==> config.mk <==
export PLATFORM = sky130hd
export DESIGN_NAME = kss_cell
export DESIGN_NICKNAME = d
export VERILOG_FILES = /design/src/hdl/kss_pkg.sv /design/src/hdl/kss_cell.sv
export SDC_FILE = /design/constraint.sdc
export NUM_CORES = 1
export LEC_CHECK = 0
export ABC_AREA = 1
export ABC_CLOCK_PERIOD_IN_PS = 2700
export BUFFER_PORTS_ARGS = -buffer_cell sky130_fd_sc_hd__buf_2
export CORE_AREA = 2 2 110 112
export DETAILED_ROUTE_END_ITERATION = 10
export DIE_AREA = 0 0 112 114
export PLACE_DENSITY = 0.78
export SETUP_SLACK_MARGIN = 0.4
export SYNTH_ARGS = -nofsm -noshare
export SYNTH_HDL_FRONTEND = slang
export SYNTH_SLANG_ARGS = --single-unit
export TNS_END_PERCENT = 10
==> constraint.sdc <==
create_clock -name clk -period 2.7 [get_ports clk]
set_clock_uncertainty 0.15 [all_clocks]
set_input_delay 0.54 -clock clk [delete_from_list [all_inputs] [get_ports clk]]
set_output_delay 0.54 -clock clk [all_outputs]
set_load 0.01 [all_outputs]
==> src/hdl/kss_pkg.sv <==
// ----------------------------------------------------------------------------
// kss_pkg
// Shared types and constants for the keyed signal statistics table.
// ----------------------------------------------------------------------------
package kss_pkg;

    localparam int TableEntries = 32;
    localparam int ChannelLast  = 13;
    localparam int IdxW         = $clog2(TableEntries);
    localparam int CountW       = $clog2(TableEntries + 1);
    localparam logic signed [7:0] LevelFloor = 8'sh80;

    typedef struct packed {
        logic              start_of_scan;
        logic [47:0]       station_key;
        logic [7:0]        radio_channel;
        logic signed [7:0] signal_level;
    } obs_t;

    typedef struct packed {
        logic [4:0]        entry_index;
        logic              was_present;
        logic              dropped;
        logic signed [7:0] level_min;
        logic signed [7:0] level_max;
        logic signed [7:0] channel_strongest;
    } result_t;

    // data handed from cell to cell along the chain
    typedef struct packed {
        logic              act;
        logic [47:0]       key;
        logic signed [7:0] level;
        logic              hit;
        logic [IdxW-1:0]   idx;
        logic signed [7:0] lo;
        logic signed [7:0] hi;
    } probe_t;

endpackage

==> src/hdl/kss_cell.sv <==
// ----------------------------------------------------------------------------
// kss_cell
// One table entry: holds key and min/max, compares and updates in place.
// ----------------------------------------------------------------------------
module kss_cell
    import kss_pkg::*;
(
    input  logic            clk,
    input  logic            rst_n,
    input  logic [IdxW-1:0] cell_idx,
    input  logic            filled,
    input  logic            append,
    input  probe_t          probe_in,
    output probe_t          probe_out
);

    logic [47:0]       key_reg;
    logic signed [7:0] min_reg;
    logic signed [7:0] max_reg;
    logic              match;
    logic signed [7:0] lo_new;
    logic signed [7:0] hi_new;
    probe_t            probe_reg;
    probe_t            probe_next;

    // compare against this entry
    assign match  = probe_in.act && filled && !probe_in.hit && (key_reg == probe_in.key);
    assign lo_new = (probe_in.level < min_reg) ? probe_in.level : min_reg;
    assign hi_new = (probe_in.level > max_reg) ? probe_in.level : max_reg;

    always_comb
    begin
        probe_next = probe_in;
        if (match)
        begin
            probe_next.hit = 1'b1;
            probe_next.idx = cell_idx;
            probe_next.lo  = lo_new;
            probe_next.hi  = hi_new;
        end
    end

    // entry storage, updated on match or append
    always_ff @(posedge clk)
    begin
        if (append)
        begin
            key_reg <= probe_in.key;
            min_reg <= probe_in.level;
            max_reg <= probe_in.level;
        end
        else if (match)
        begin
            min_reg <= lo_new;
            max_reg <= hi_new;
        end
    end

    // hand the probe to the neighbor
    always_ff @(posedge clk or negedge rst_n)
    begin
        if (!rst_n)
            probe_reg <= '0;
        else
            probe_reg <= probe_next;
    end

    assign probe_out = probe_reg;

endmodule
==> results.json <==
{
  "ant_nets": 0,
  "power.density_nw_per_um2": 733,
  "combPwrFrac_pct": 12.2,
  "reg2reg_slack_ns": 0.53,
  "slew_violations": 0,
  "fmax_mhz": 461,
  "numCtsBuffers": 17,
  "slew_headroom_pct": 52.0,
  "clock_power_share_pct": 42.9,
  "htreeDepth": 4,
  "hold_path_class": "input pin to flip-flop",
  "final_nets": 840,
  "setup-tns-final_ns": 0,
  "yosys.area.top_type_share_pct": 33.6,
  "die_height_um": 114,
  "hold_viol": 0,
  "finalPower_w": 0.00555,
  "peakVddDrop_mv": 0.516,
  "use_met2_pct": 38.6,
  "min-delay-start": "probe_in[78]",
  "synth_common_cells": "nand2_1, dfrtp_1, inv_1, edfxtp_1, nand3_1",
  "synth-seq-area-share_pct": 66.2,
  "end_kind": "flip-flop",
  "p_leak_nw": 3.86,
  "antenna_found_initial": 0,
  "grt_max_degree": 57,
  "clk_latency_ns": 0.42,
  "drt_iter0_drc": 292,
  "io_buffers": 166,
  "p_int_w": 0.00417,
  "met1_usage_pct": 26.5,
  "cp.required_ns": 2.73,
  "min_to": "probe_out[78]",
  "drt-pass1-iter-count": 5,
  "die_w_um": 112,
  "drive_above_1_share_pct": 28.9,
  "synth_enable_flop_cells": 64,
  "p_sw_w": 0.00137,
  "worstPathMaxFanout": 7,
  "vias": 4467,
  "routed_wl_mm": 13.8,
  "grt_overflow": 0,
  "vias_per_cell": 4.98,
  "dieArea_sq_um": 12800,
  "final_core_util_pct": 64.6,
  "top_usage_layer": "met2",
  "fin_ws_ns": 0.532,
  "pre_cts_ws_ns": 0.238,
  "io_pins": 167,
  "row_count": 40,
  "critPathLaunchType": "flip-flop",
  "gp_congestion": 0.911,
  "yosys_warnings": 0,
  "synthArstFlopShare_pct": 55.2,
  "syn_nets": 654,
  "fin_crit_sh_pct": 80.3,
  "grt_util_all_layers_pct": 22.2,
  "design_area_sq_um": 7560,
  "synth.area.top_cells": "dfrtp_1, edfxtp_1, nand2_1",
  "hold_depth": 1,
  "drcViolationCount": 0,
  "initial_utilization_pct": 50.3,
  "reg2reg_depth": 11,
  "wire_per_inst_um": 15.4,
  "rr_startpoint": "min_reg[7]",
  "setup_violations": 0,
  "yosysMostFrequentCell": "nand2_1",
  "cts.sink_count": 143,
  "clock_path_buffers": 2,
  "drv_cap": 0,
  "cp.arrival_ns": 2.19,
  "postCtsSetupRepairBufs": 0,
  "coreArea_sq_um": 11700,
  "cts_root_buf": "clkbuf_16",
  "switching_share_pct": 24.7,
  "antenna_cells": 0,
  "place_area_sq_um": 6910,
  "critical_path_class": "flip-flop to flip-flop",
  "cts_tree": "done",
  "place_hpwl_mm": 9.86,
  "ys.flop_type": "dfrtp_1",
  "synth_area_sq_um": 5890,
  "worst_slew_pin_slew_ns": 0.720,
  "synth_seq_cells": 143,
  "timing.rr.end": "min_reg[4]",
  "clkTransAtPathRegs_ns": 0.06,
  "syn_area_per_cell_sq_um": 10.7,
  "syn_inst": 551,
  "p_seq_share_pct": 44.9,
  "use_met3_pct": 5.58,
  "synth_area_leader_cell": "dfrtp_1",
  "status": "completed",
  "period_needed_ns": 2.17,
  "grt_pass1_vias": 4503,
  "areaGrowthSynthToFinish_pct": 28.4,
  "rsz0062_at_grt": "yes",
  "largest_reg_flops": 79,
  "grt_first_pass_wirelength_mm": 21.8,
  "ys_types": 27
}
power by group through the flow:
stage | Clock [W] | Combinational [W] | Sequential (W)
floorplan | 0 | 0.000335 | 0.00256
global placement | 0 | 0.000633 | 0.00252
finish | 0.00238 | 0.000678 | 0.00249
CTS | 0.00242 | 0.000671 | 0.00249
global route | 0.00251 | 0.000758 | 0.00250
detailed placement | 0 | 0.000662 | 0.00253
cells in the final DEF, fill, tap and decap left out:
cell           netlist  layout
a21oi_1              4       4
inv_1               74      74
ha_1                15      15
nand3_4              1       2
buf_2                1     165
inv_6                0       2
buf_12               0       1
o21a_1               1       1
nand2_2              4       3
xor2_1               9       9
dfrtp_1             79      79
nand3_2              4       3
nand3_1             44      44
nor2_2               1       2
clkinv_2             0       2
buf_4                0       6
clkbuf_1             0       1
xnor2_1             17      17
edfxtp_1            64      64
a21o_1               1       1
clkbuf_16            0      22
nand3b_1             1       1
nand2_4              0       1
clkbuf_8             0       1
nor2_1              30      29
o21ai_0              4       4
clkinv_4             0       2
clkinv_1             1       1
or2_2                1       1
nand4_2              1       1
nand4_1              8       8
nor2_4               1       1
inv_4                0       2
dlygate4sd3_1        0       1
o21ai_1              2       2
nand2_1            178     178
worst max-delay path by stage:
stage	start	end	slack [ns]	cells after the start
2_1_floorplan	probe_in[62]	max_reg[0]	0.50	10
3_3_place_gp	probe_in[27]	max_reg[3]	0.31	10
3_5_place_dp	probe_in[29]	max_reg[0]	0.24	9
4_1_cts	max_reg[5]	max_reg[0]	0.54	10
5_1_grt	max_reg[5]	probe_out[2]	0.39	11
6_report	min_reg[7]	min_reg[4]	0.53	11
through the flow:
stage | hold WS [ns] | cells
2_1_floorplan | 0.0944 | 551
3_3_place_gp | 0.368 | 864
3_5_place_dp | 0.380 | 864
4_1_cts | 0.0803 | 897
5_1_grt | 0.0899 | 897
6_report | 0.0984 | 897
routing by layer:
layer | share of wire, % | routed length (um)
met1 | 40 | 5480
met2 | 51 | 7030
met3 | 6.3 | 868
met4 | 2.9 | 400
met5 | 0 | 0
worst max-delay path, stage by stage, from the launching register on:
cell      delay [ns]
edfxtp_1        0.36
inv_1           0.08
ha_1            0.28
nand2_1         0.09
inv_1           0.04
nor2_1          0.08
o21a_1          0.16
nand2_1         0.11
nand2_1         0.24
nand3_1         0.16
nand3_1         0.13
nand2_1         0.05
cell families (layout without fill, tap and decap cells):
logic type / Yosys count / count (layout) / share of synthesized area, %
AND/OR/NAND/NOR: 274 / 274 / 20.0
flip-flops: 143 / 143 / 66.2
buffers and inverters: 81 / 280 / 5.69
XOR/XNOR: 26 / 26 / 3.86
adder cells (fa/ha/maj): 15 / 15 / 3.19
AO/OA/AOI/OAI: 12 / 12 / 1.10
what timing repair did:
action | CTS | global route
endpoints found under the setup margin | 0 | 6
gates resized for setup | 0 | 3
endpoints found under the hold margin | 32 | 0
hold buffers | 1 | 0
layout make-up:
class | count | area (sq um)
Clock inverter | 8 | 57.6
Fill cell | 919 | 4150
Timing Repair Buffer | 173 | 901
Multi-Input combinational cell | 327 | 1670
Inverter | 75 | 282
Clock buffer | 24 | 568
Sequential cell | 143 | 3900
Tap cell | 147 | 184
No activity file was read; power rests on OpenSTA's default activity.
